===== config.mk =====
export PLATFORM = sky130hd
export DESIGN_NAME = text_readability_grade_core
export DESIGN_NICKNAME = d
export VERILOG_FILES = /design/src/rtl/trg_pkg.sv /design/src/rtl/trg_grade_unit.sv /design/src/rtl/text_readability_grade_core.sv
export SDC_FILE = /design/constraint.sdc
export NUM_CORES = 1
export LEC_CHECK = 0
export BUFFER_PORTS_ARGS = -buffer_cell sky130_fd_sc_hd__buf_4
export CORE_ASPECT_RATIO = 1.5
export CORE_MARGIN = 2
export CORE_UTILIZATION = 59
export CTS_BUF_LIST = sky130_fd_sc_hd__clkbuf_8
export CTS_CLUSTER_DIAMETER = 150
export DETAILED_ROUTE_END_ITERATION = 6
export GPL_ROUTABILITY_DRIVEN = 0
export PLACE_DENSITY = 0.89
export SYNTH_ARGS = -nofsm -noshare
export SYNTH_HDL_FRONTEND = slang
export SYNTH_SLANG_ARGS = --single-unit

===== constraint.sdc =====
create_clock -name clk_i -period 9.7 [get_ports clk_i]
set_clock_uncertainty 0.2 [all_clocks]
set_input_delay 1.94 -clock clk_i [delete_from_list [all_inputs] [get_ports clk_i]]
set_output_delay 1.94 -clock clk_i [all_outputs]
set_load 0.01 [all_outputs]

===== src/rtl/trg_pkg.sv =====
// Shared types, constants and helpers for the readability grade block.
`default_nettype none

package trg_pkg;

  // Counter width and derived datapath widths
  localparam int COUNT_BITS  = 16;
  localparam int TOTAL_BITS  = 16;
  localparam int GRADE_W     = 11;
  localparam int MULT_K_BITS = 12;
  localparam int PROD_W      = COUNT_BITS + MULT_K_BITS;
  localparam int ACC_W       = PROD_W + 2;
  localparam int MAG_W       = COUNT_BITS + 13;
  localparam int DVS_W       = COUNT_BITS + 8;
  localparam int REM_W       = COUNT_BITS + 15;
  localparam int QUO_BITS    = GRADE_W + 1;
  localparam int DSH_W       = DVS_W + QUO_BITS - 1;
  localparam int BIT_CNT_W   = $clog2(QUO_BITS);

  localparam logic [COUNT_BITS-1:0] COUNT_MAX = '1;

  // Coleman-Liau coefficients, scaled by 100 (denominator scaled by 2 for rounding)
  localparam logic [MULT_K_BITS-1:0] K_LETTER   = MULT_K_BITS'(588);
  localparam logic [MULT_K_BITS-1:0] K_SENTENCE = MULT_K_BITS'(2960);
  localparam logic [MULT_K_BITS-1:0] K_WORD     = MULT_K_BITS'(1580);
  localparam logic [MULT_K_BITS-1:0] K_DIVISOR  = MULT_K_BITS'(200);

  localparam logic signed [GRADE_W-1:0] GRADE_MAX = GRADE_W'(1023);
  localparam logic signed [GRADE_W-1:0] GRADE_MIN = GRADE_W'(-1024);
  localparam logic signed [GRADE_W-1:0] GRADE_LOW = GRADE_W'(1);
  localparam logic signed [GRADE_W-1:0] GRADE_TOP = GRADE_W'(16);

  // ASCII codes
  localparam logic [7:0] CHAR_UPPER_A = 8'h41;
  localparam logic [7:0] CHAR_UPPER_Z = 8'h5A;
  localparam logic [7:0] CHAR_LOWER_A = 8'h61;
  localparam logic [7:0] CHAR_LOWER_Z = 8'h7A;
  localparam logic [7:0] CHAR_SPACE   = 8'h20;
  localparam logic [7:0] CHAR_TAB     = 8'h09;
  localparam logic [7:0] CHAR_CR      = 8'h0D;
  localparam logic [7:0] CHAR_PERIOD  = 8'h2E;
  localparam logic [7:0] CHAR_EXCLAIM = 8'h21;
  localparam logic [7:0] CHAR_QUERY   = 8'h3F;

  typedef enum logic [1:0] {
    CLASS_LOW  = 2'd0,
    CLASS_MID  = 2'd1,
    CLASS_HIGH = 2'd2
  } trg_class_e;

  typedef enum logic [2:0] {
    ST_IDLE,
    ST_MUL_LETTER,
    ST_MUL_SENTENCE,
    ST_MUL_WORD,
    ST_MUL_DIVISOR,
    ST_PREP,
    ST_DIVIDE,
    ST_DONE
  } trg_state_e;

  typedef struct packed {
    logic [7:0] char_byte;
    logic       last_byte;
  } trg_in_word_t;

  typedef struct packed {
    logic signed [GRADE_W-1:0] grade;
    logic [1:0]                grade_class;
    logic [TOTAL_BITS-1:0]     letter_total;
    logic [TOTAL_BITS-1:0]     word_total;
    logic [TOTAL_BITS-1:0]     sentence_total;
  } trg_out_word_t;

  typedef struct packed {
    logic [COUNT_BITS-1:0] letters;
    logic [COUNT_BITS-1:0] words;
    logic [COUNT_BITS-1:0] sentences;
  } trg_counts_t;

  typedef struct packed {
    logic signed [GRADE_W-1:0] grade;
    logic [1:0]                grade_class;
  } trg_result_t;

  // Clamp a count to the 16-bit total field
  function automatic logic [TOTAL_BITS-1:0] sat_total(logic [COUNT_BITS-1:0] v);
    logic [COUNT_BITS+TOTAL_BITS-1:0] w;
    logic [COUNT_BITS+TOTAL_BITS-1:0] lim;
    w   = (COUNT_BITS+TOTAL_BITS)'(v);
    lim = (COUNT_BITS+TOTAL_BITS)'({TOTAL_BITS{1'b1}});
    if (w > lim) begin
      return {TOTAL_BITS{1'b1}};
    end
    return w[TOTAL_BITS-1:0];
  endfunction

endpackage

`default_nettype wire


===== src/rtl/trg_grade_unit.sv =====
// Sequenced grade computation: one shared constant multiplier, then a restoring divider.
`default_nettype none

module trg_grade_unit (
  input  wire logic                 clk_i,
  input  wire logic                 rst_ni,
  input  wire logic                 start_i,
  input  wire trg_pkg::trg_counts_t counts_i,
  input  wire logic                 ack_i,
  output logic                      idle_o,
  output logic                      done_o,
  output trg_pkg::trg_result_t      result_o
);
  import trg_pkg::*;

  trg_state_e state_q, state_d;
  logic [BIT_CNT_W-1:0] cnt_q, cnt_d;

  logic signed [ACC_W-1:0] acc_q, acc_d;
  logic [DVS_W-1:0]        dvs_q, dvs_d;
  logic [REM_W-1:0]        rem_q, rem_d;
  logic [DSH_W-1:0]        dsh_q, dsh_d;
  logic [QUO_BITS-1:0]     quo_q, quo_d;
  logic                    neg_q, neg_d;

  // shared multiplier
  logic [COUNT_BITS-1:0]  mul_a;
  logic [MULT_K_BITS-1:0] mul_k;
  logic [PROD_W-1:0]      prod;
  logic signed [ACC_W-1:0] prod_s;

  logic [MAG_W-1:0] mag;
  logic [DSH_W-1:0] rem_ext;
  logic             fits;

  logic [GRADE_W-1:0]        q_low;
  logic signed [GRADE_W-1:0] grade;

  always_comb begin
    mul_a = counts_i.letters;
    mul_k = K_LETTER;
    case (state_q)
      ST_MUL_SENTENCE: begin
        mul_a = counts_i.sentences;
        mul_k = K_SENTENCE;
      end
      ST_MUL_WORD: begin
        mul_a = counts_i.words;
        mul_k = K_WORD;
      end
      ST_MUL_DIVISOR: begin
        mul_a = counts_i.words;
        mul_k = K_DIVISOR;
      end
      default: begin
        mul_a = counts_i.letters;
        mul_k = K_LETTER;
      end
    endcase
    prod   = PROD_W'(mul_a) * PROD_W'(mul_k);
    prod_s = $signed({2'b00, prod});
  end

  assign mag     = MAG_W'(acc_q[ACC_W-1] ? -acc_q : acc_q);
  assign rem_ext = DSH_W'(rem_q);
  assign fits    = (rem_ext >= dsh_q);

  always_comb begin
    state_d = state_q;
    cnt_d   = cnt_q;
    acc_d   = acc_q;
    dvs_d   = dvs_q;
    rem_d   = rem_q;
    dsh_d   = dsh_q;
    quo_d   = quo_q;
    neg_d   = neg_q;
    case (state_q)
      ST_IDLE: begin
        if (start_i) begin
          state_d = ST_MUL_LETTER;
        end
      end
      ST_MUL_LETTER: begin
        acc_d   = prod_s;
        state_d = ST_MUL_SENTENCE;
      end
      ST_MUL_SENTENCE: begin
        acc_d   = acc_q - prod_s;
        state_d = ST_MUL_WORD;
      end
      ST_MUL_WORD: begin
        acc_d   = acc_q - prod_s;
        state_d = ST_MUL_DIVISOR;
      end
      ST_MUL_DIVISOR: begin
        dvs_d   = prod[DVS_W-1:0];
        state_d = ST_PREP;
      end
      ST_PREP: begin
        // dividend 2|num| + den, divisor 2*den: quotient is the rounded magnitude
        neg_d   = acc_q[ACC_W-1];
        rem_d   = REM_W'({mag, 1'b0}) + REM_W'(dvs_q >> 1);
        dsh_d   = DSH_W'(dvs_q) << (QUO_BITS - 1);
        quo_d   = '0;
        cnt_d   = BIT_CNT_W'(QUO_BITS - 1);
        state_d = ST_DIVIDE;
      end
      ST_DIVIDE: begin
        if (fits) begin
          rem_d = REM_W'(rem_ext - dsh_q);
        end
        quo_d = {quo_q[QUO_BITS-2:0], fits};
        dsh_d = dsh_q >> 1;
        cnt_d = cnt_q - BIT_CNT_W'(1);
        if (cnt_q == '0) begin
          state_d = ST_DONE;
        end
      end
      ST_DONE: begin
        if (ack_i) begin
          state_d = ST_IDLE;
        end
      end
      default: state_d = ST_IDLE;
    endcase
  end

  always_ff @(posedge clk_i or negedge rst_ni) begin
    if (!rst_ni) begin
      state_q <= ST_IDLE;
      cnt_q   <= '0;
    end else begin
      state_q <= state_d;
      cnt_q   <= cnt_d;
    end
  end

  always_ff @(posedge clk_i) begin
    acc_q <= acc_d;
    dvs_q <= dvs_d;
    rem_q <= rem_d;
    dsh_q <= dsh_d;
    quo_q <= quo_d;
    neg_q <= neg_d;
  end

  // Top quotient bit set means the magnitude is 2048 or more: saturate.
  always_comb begin
    q_low = quo_q[GRADE_W-1:0];
    if (!neg_q) begin
      if (quo_q[QUO_BITS-1] || quo_q[GRADE_W-1]) begin
        grade = GRADE_MAX;
      end else begin
        grade = $signed(q_low);
      end
    end else begin
      if (quo_q[QUO_BITS-1] || (quo_q[GRADE_W-1] && (quo_q[GRADE_W-2:0] != '0))) begin
        grade = GRADE_MIN;
      end else begin
        grade = $signed(-q_low);
      end
    end
    result_o.grade = grade;
    if (grade < GRADE_LOW) begin
      result_o.grade_class = CLASS_LOW;
    end else if (grade > GRADE_TOP) begin
      result_o.grade_class = CLASS_HIGH;
    end else begin
      result_o.grade_class = CLASS_MID;
    end
  end

  assign idle_o = (state_q == ST_IDLE);
  assign done_o = (state_q == ST_DONE);

endmodule

`default_nettype wire


===== src/rtl/text_readability_grade_core.sv =====
// Top level of the Coleman-Liau readability grade block.
`default_nettype none

// Counts letters, whitespace and sentence ends of a text arriving one byte
// per word on the input channel, at one byte per cycle. When the byte
// flagged last_byte is taken, the input stalls while the grade is worked
// out by a small sequencer around one shared constant multiplier and a
// restoring divider: a multiply step each for the letter, sentence, word
// and divisor terms, a setup step, a divide step for each of the 12
// quotient bits and a hand-off to the output register, which waits while
// the output register is still held by a stalled earlier result. The output
// word carries the rounded grade (saturated to -1024..1023), its class and
// the three totals (saturated to 65535); the counters clear as the result
// is loaded. Nothing else needs setup after reset.
module text_readability_grade_core (
  input  wire logic                   clk_i,
  input  wire logic                   rst_ni,
  input  wire logic                   in_valid_i,
  output logic                        in_stall_o,
  input  wire trg_pkg::trg_in_word_t  in_data_i,
  output logic                        out_valid_o,
  input  wire logic                   out_stall_i,
  output trg_pkg::trg_out_word_t      out_data_o
);
  import trg_pkg::*;

  // running counters
  logic [COUNT_BITS-1:0] letter_q, letter_d;
  logic [COUNT_BITS-1:0] space_q, space_d;
  logic [COUNT_BITS-1:0] sentence_q, sentence_d;
  logic [COUNT_BITS-1:0] words;

  logic in_fire;
  logic is_letter, is_space, is_sentence;
  logic [7:0] c;

  // grade unit handshake
  trg_counts_t counts;
  trg_result_t result;
  logic        unit_idle;
  logic        unit_done;
  logic        out_free;
  logic        load;

  // output register
  logic          out_valid_q, out_valid_d;
  trg_out_word_t out_data_q;

  assign in_stall_o = !unit_idle;
  assign in_fire    = in_valid_i && !in_stall_o;

  // byte classification, first match wins as letters, spaces, sentence ends
  assign c           = in_data_i.char_byte;
  assign is_letter   = ((c >= CHAR_UPPER_A) && (c <= CHAR_UPPER_Z)) ||
                       ((c >= CHAR_LOWER_A) && (c <= CHAR_LOWER_Z));
  assign is_space    = (c == CHAR_SPACE) || ((c >= CHAR_TAB) && (c <= CHAR_CR));
  assign is_sentence = (c == CHAR_PERIOD) || (c == CHAR_EXCLAIM) || (c == CHAR_QUERY);

  // word count is spaces plus one, held at the counter maximum
  assign words = (space_q == COUNT_MAX) ? COUNT_MAX : space_q + COUNT_BITS'(1);

  // result moves into the output register when that register is free
  assign out_free = !out_valid_q || !out_stall_i;
  assign load     = unit_done && out_free;

  always_comb begin
    letter_d   = letter_q;
    space_d    = space_q;
    sentence_d = sentence_q;
    if (load) begin
      letter_d   = '0;
      space_d    = '0;
      sentence_d = '0;
    end else if (in_fire) begin
      if (is_letter) begin
        if (letter_q != COUNT_MAX) letter_d = letter_q + COUNT_BITS'(1);
      end else if (is_space) begin
        if (space_q != COUNT_MAX) space_d = space_q + COUNT_BITS'(1);
      end else if (is_sentence) begin
        if (sentence_q != COUNT_MAX) sentence_d = sentence_q + COUNT_BITS'(1);
      end
    end
  end

  always_ff @(posedge clk_i or negedge rst_ni) begin
    if (!rst_ni) begin
      letter_q   <= '0;
      space_q    <= '0;
      sentence_q <= '0;
    end else begin
      letter_q   <= letter_d;
      space_q    <= space_d;
      sentence_q <= sentence_d;
    end
  end

  assign counts.letters   = letter_q;
  assign counts.words     = words;
  assign counts.sentences = sentence_q;

  trg_grade_unit u_grade (
    .clk_i    (clk_i),
    .rst_ni   (rst_ni),
    .start_i  (in_fire && in_data_i.last_byte),
    .counts_i (counts),
    .ack_i    (out_free),
    .idle_o   (unit_idle),
    .done_o   (unit_done),
    .result_o (result)
  );

  always_comb begin
    out_valid_d = out_valid_q;
    if (load) begin
      out_valid_d = 1'b1;
    end else if (!out_stall_i) begin
      out_valid_d = 1'b0;
    end
  end

  always_ff @(posedge clk_i or negedge rst_ni) begin
    if (!rst_ni) begin
      out_valid_q <= 1'b0;
    end else begin
      out_valid_q <= out_valid_d;
    end
  end

  always_ff @(posedge clk_i) begin
    if (load) begin
      out_data_q.grade          <= result.grade;
      out_data_q.grade_class    <= result.grade_class;
      out_data_q.letter_total   <= sat_total(letter_q);
      out_data_q.word_total     <= sat_total(words);
      out_data_q.sentence_total <= sat_total(sentence_q);
    end
  end

  assign out_valid_o = out_valid_q;
  assign out_data_o  = out_data_q;

  // A last byte always hands off to the grade unit, which blocks the input.
  a_last_stalls: assert property (@(posedge clk_i) disable iff (!rst_ni)
    (in_fire && in_data_i.last_byte) |=> in_stall_o)
    else $error("input not stalled after last byte");

  // Counters start fresh for the next text once a result is loaded.
  a_clear_on_load: assert property (@(posedge clk_i) disable iff (!rst_ni)
    load |=> ((letter_q == '0) && (space_q == '0) && (sentence_q == '0)))
    else $error("counters not cleared after result load");

  // A high class must agree with the grade it was derived from.
  a_class_high: assert property (@(posedge clk_i) disable iff (!rst_ni)
    (out_valid_o && (out_data_o.grade_class == CLASS_HIGH)) |-> (out_data_o.grade > GRADE_TOP))
    else $error("high class with grade of 16 or less");

  // Word total includes the implicit first word.
  a_words_nonzero: assert property (@(posedge clk_i) disable iff (!rst_ni)
    out_valid_o |-> (out_data_o.word_total != '0))
    else $error("word total of zero");

endmodule

`default_nettype wire


-- Yosys cells after proc, flatten, opt, wreduce, memory -nomap -nowiden
Cells that the tools add are included.
W data, S select, Z words.
- output and inout bits: 63
- register bits: 250
- logic and storage cells: 129
- add/subtract/negate cells: 9
- magnitude comparators: 9
- reduce and logical (&&, ||, !) cells: 36
- mux-type cells: 35
- equal/unequal tests: 22
- multiply operators: 1
- operators with widths (cell ; count):
    $mux W16 ; 16
    $pmux W35 S2 ; 1
    $pmux W31 S2 ; 1
    $pmux W30 S2 ; 1
    $add A16 B1 Y16 const B ; 3
    $ne A16 B16 Y1 const B ; 3
    $pmux W12 S3 ; 1
    $ge A31 B35 Y1 ; 1
    $mux W11 ; 3
    $eq A8 B6 Y1 const B ; 4
    $pmux W16 S2 ; 1
    $add A30 B23 Y31 ; 1
    $mux W31 ; 1
    $sub A31 B31 Y31 ; 1
    $sub A30 B29 Y30 ; 1
    $mux W29 ; 1
    $neg A29 Y29 ; 1
    $mul A16 B12 Y28 ; 1
    $pmux W12 S2 ; 1
    $pmux W3 S8 ; 1
    $reduce_bool A2 Y1 ; 9
    $eq A16 B16 Y1 const B ; 1
    $ge A8 B7 Y1 const B ; 2
    $le A8 B7 Y1 const B ; 2
    other kinds (25) ; 54

-- Logic depth before layout (Yosys ltp)
- depth in word-level cells: 8
- gate-level depth with buffers: 43
- mapped depth without buffers: 42

-- Modules after synthesis
A second synthesis with hierarchy kept.
- cell total of the unflattened synthesis: 2167
- area, all modules: 20573.5 sq um
- modules (own cells, without submodules) (module ; cells each ; sequential area each (sq um) ; instances ; area an instance (sq um)):
    trg_grade_unit ; 1732 ; 4048.9 ; 1 ; 15451.1
    text_readability_grade_core ; 435 ; 3057.9 ; 1 ; 5122.4

-- Worst setup path before layout
Ideal clock, no wire load.
- kind: reg-to-reg
- from: register space_q[0]
- to: register u_grade.acc_q[29] (data pin)
- cell stages (with the launch flop): 39
- slack: -0.077 ns
- data arrival time: 9.322 ns
- buffers on the path: 1
- required time: 9.246 ns
- setup time: 0.254 ns
- cells stage by stage: dfrtp_1 -> ha_1 -> nand3_1 -> nor4_1 -> and4_1 -> nand3_1 -> clkbuf_1 -> nand2_1 -> o22ai_1 -> a22o_1 -> a21oi_1 -> and2_1 -> fa_1 -> fa_1 -> fa_1 -> fa_1 -> inv_1 -> fa_1 -> [... 3 more ...] -> a311oi_1 -> a21boi_0 -> o21ai_0 -> a21oi_1 -> o21a_1 -> nor2_1 -> xor2_1 -> ha_1 -> a21oi_1 -> o311ai_0 -> o21ai_0 -> o31ai_1 -> o2111ai_1 -> a221oi_1 -> or2_1 -> a221oi_2 -> a21oi_1 -> o21a_1
- RTL lines (item ; RTL line ; RTL):
    start: declaration ; text_readability_grade_core.sv:29 ; logic [COUNT_BITS-1:0] space_q, space_d;
    start signal: assignment ; text_readability_grade_core.sv:92 ; space_q <= space_d;
    end signal: assignment ; trg_grade_unit.sv:139 ; acc_q <= acc_d;
    end: declaration ; trg_grade_unit.sv:19 ; logic signed [ACC_W-1:0] acc_q, acc_d;

==> summary.txt <==
CTS
  • Clk buf depth: 3
  • H-tree depth: 2
  • Root buf cell: clkbuf_8
  • CTS Hold Buffers Added: 0
  • Clock sinks: 246
  • Clk slew on worst S/H paths: about 0.06 ns
  • Worst-Skew Late Latency: between 0.5 and 0.6 ns
  • CTS tree: done
  • CTS Buf Count: 38

Place
  • Total placed cells including tap cells: between 2,000 and 3,000
  • Dpl ws: -0.138 ns
  • Dpl cell area: between 0.02 and 0.025 mm²
  • HPWL after DPL: slightly above 40,000 µm
  • Port Buffer Count: 75

Floorplan
  • Die Footprint: about 0.037 mm²
  • Die width: around 160 µm
  • Die Y: 233 µm
  • Core ar.: 0.0344 mm²
  • Initial Utilization: between 60% and 70%
  • Site Rows: 83
  • IO Pins: between 70 and 80

GRT
  • GRT overflow: 0
  • First-pass GRT wire length: just under 90,000 µm
  • Vias in the first global route: about 18,000
  • Initial antenna violation count: 1
  • GRT Util Overall: between 20 and 30%
  • Largest net degree at the start of global routing: slightly below 90

Outcome
  • Failing checks: design-rule violations
  • Outcome: complete, but fails checks

Synthesis
  • Mapped Avg Cell Area: a little over 9 µm²
  • Synthesized-area fraction occupied by and/or/nand/nor cells: 16.0%
  • Synth Instances: approximately 2,200
  • Post-Syn Nets: between 2,000 and 2,500
  • Largest family of logic cells by synthesized area: adder cells
  • Post-synthesis compound-gate area fraction: about 16%
  • Fraction of synthesis flops using an asynchronous set or reset pin: between 20 and 25%
  • Sequential area share after synthesis: 34.4%
  • Register bit count reported by yosys: approximately 250
  • Top FF cell, synth: edfxtp_1
  • Count of different cell masters after synthesis: between 80 and 90
  • EDFF count, synth: 190
  • Yosys top cell area share: 27.6%
  • Cell taking the most area after synthesis: edfxtp_1
  • Count of warnings emitted by yosys: 0
  • Xor/xnor cell area share of the yosys netlist: roughly 6.3%
  • Mux cell area share after synthesis: less than 1%
  • Synth Area in Adders: between 20% and 30%
  • Ranking of synthesized cells by area: edfxtp_1 (28%), fa_1 (11%), ha_1 (9.5%), dfrtp_1 (6.8%), inv_1 (4.5%)
  • Mapped Area: 0.0207 mm²

Critical path
  • Slowest stage delay, CP: ~0.55 ns
  • Crit end category: flop
  • Kind of critical path: flop to flop
  • Critical Path RT: just under 10 ns
  • Slowest stage cell, crit path: fa_1
  • WP data arrival: 9.76 ns
  • Kind of start point of the critical path: flop
  • Crit-path max FO: 5

Final layout
  • Layout Nets: between 2,000 and 3,000
  • Most common cell after layout, fill and taps aside: inv_1
  • Ratio of cells with drive above 1 in the final layout: between 10% and 20%
  • Most frequent cells in the layout: inv_1 (257), nor2_1 (199), nand2_1 (195), edfxtp_1 (190), buf_4 (154)
  • Finished Layout Cells: 2,819
  • Area delta synth->final: 12.2%
  • Post-route cell area: ~0.023 mm²

Routing
  • Routed via count: roughly 18,000
  • Via/cell ratio: roughly 6.3
  • Routed WL: between 50,000 and 60,000 µm
  • First-pass iteration count of the detailed router: 7
  • Initial DRC count: 1,670
  • Remaining DRCs: 9
  • DR WL/cell: 19.7 µm
  • Post-DRT Antenna Nets: 0

Timing
  • Final worst setup slack: roughly 0.06 ns
  • Worst Tran Pin Value: between 1 and 1.5 ns
  • Fmax achieved: between 100 and 150 MHz
  • Final worst path period share: between 90 and 100%
  • Worst Hold Slack: 0.278 ns
  • Slew margin rel.: between 10% and 20%
  • Slew Limit Fails: 0
  • Final setup vio count: 0
  • Final hold vios: 0
  • Final min period: about 9.6 ns

Min path
  • Worst min-delay path class: flop to flop

Run
  • Max cap viols: 0
[worst max-delay path: cells and delay by family (launching register included)]
kind            cells  cell delay [ns]
compound gates     11             2.44
xor+xnor            1             0.19
fa+ha+maj           8             3.31
buf+inv             8             0.79
flops               1             0.42
mux                 1             0.23
simple gates       10             1.78
[logic make-up (layout without fill, tap and decap cells)]
kind of cell | count (synthesis) | count (layout)
AO/OA/AOI/OAI | 508 | 508
other | 0 | 1
AND/OR/NAND/NOR | 697 | 697
multiplexers | 18 | 18
flip-flops | 246 | 246
adder cells (fa/ha/maj) | 267 | 267
buffers and inverters | 331 | 468
XOR/XNOR | 147 | 147
[flip-flops by register name (all words and copies together), names as in the netlist]
name	cells
u_grade.dsh_q	35
space_q	16
u_grade.dvs_q	22
out_valid_o	1
letter_q	16
out_data_o	61
u_grade.cnt_q	4
u_grade.state_q	3
sentence_q	16
u_grade.acc_q	28
u_grade.neg_q	1
u_grade.quo_q	12
u_grade.rem_q	31
[metrics by stage]
| step | utilization, % | TNS [ns] |
|---|---|---|
| finish | 67.4 | 0 |
| detailed placement | 64.0 | -0.224 |
| global route | 67.4 | -1.48 |
| floorplan | - | 0 |
| global placement | 64.0 | 0 |
| CTS | 66.0 | 0 |
[timing repair]
item,4_1_cts,5_1_grt
setup endpoints to repair,3,9
buffers inserted,0,16
gates resized for setup,4,77
pin swaps,2,40
hold endpoints to repair,0,0
cloned,0,1
[Yosys cell counts (all sizes together), types with 14 or more instances]
cell type  count
a21o          31
a21oi        103
a221oi        14
a22o          15
a22oi         15
a31oi         15
and2          51
and3          20
clkbuf        71
dfrtp         56
edfxtp       190
fa           109
ha           157
inv          248
mux2i         16
nand2        202
nand2b        29
nand3         55
nand4         19
nor2         205
nor2b         18
nor3          35
o21a          24
o21ai        142
o31ai         25
or3           18
xnor2         93
xor2          53
[cell type report]
type / instances / area [µm²]
sequential: 246 / 7110
tap: 467 / 584
clock inverter: 21 / 119
clock buffer: 40 / 551
inverter: 251 / 943
timing repair buffer: 156 / 1180
fill: 2398 / 11200
multi-input combinational: 1637 / 12700
antenna: 1 / 2.50
[per-layer routing]
layer	track usage, %	part of all wire [%]	wire, µm
met5	0	0	0
met4	22.2	8.8	4900
met3	4.38	6.7	3710
met2	52.9	50	27900
met1	31.5	34	19000
[path summary, 6_finish.rpt]
check | start | to | slack [ns] | depth (start not counted)
worst max-delay path | space_q[1] | u_grade.acc_q[27] | 0.06 | 39
worst min-delay path | u_grade.cnt_q[3] | u_grade.cnt_q[3] | 0.28 | 1
worst max register to register | space_q[1] | u_grade.acc_q[27] | 0.06 | 39
worst min register to register | u_grade.cnt_q[3] | u_grade.cnt_q[3] | 0.28 | 1
max in group asynchronous | rst_ni | space_q[2] | 7.58 | 1
min in group asynchronous | rst_ni | space_q[14] | 1.22 | 1
Power is not shown: default switching activity piles up to over one toggle a cycle in this logic, so the estimate is an artifact.
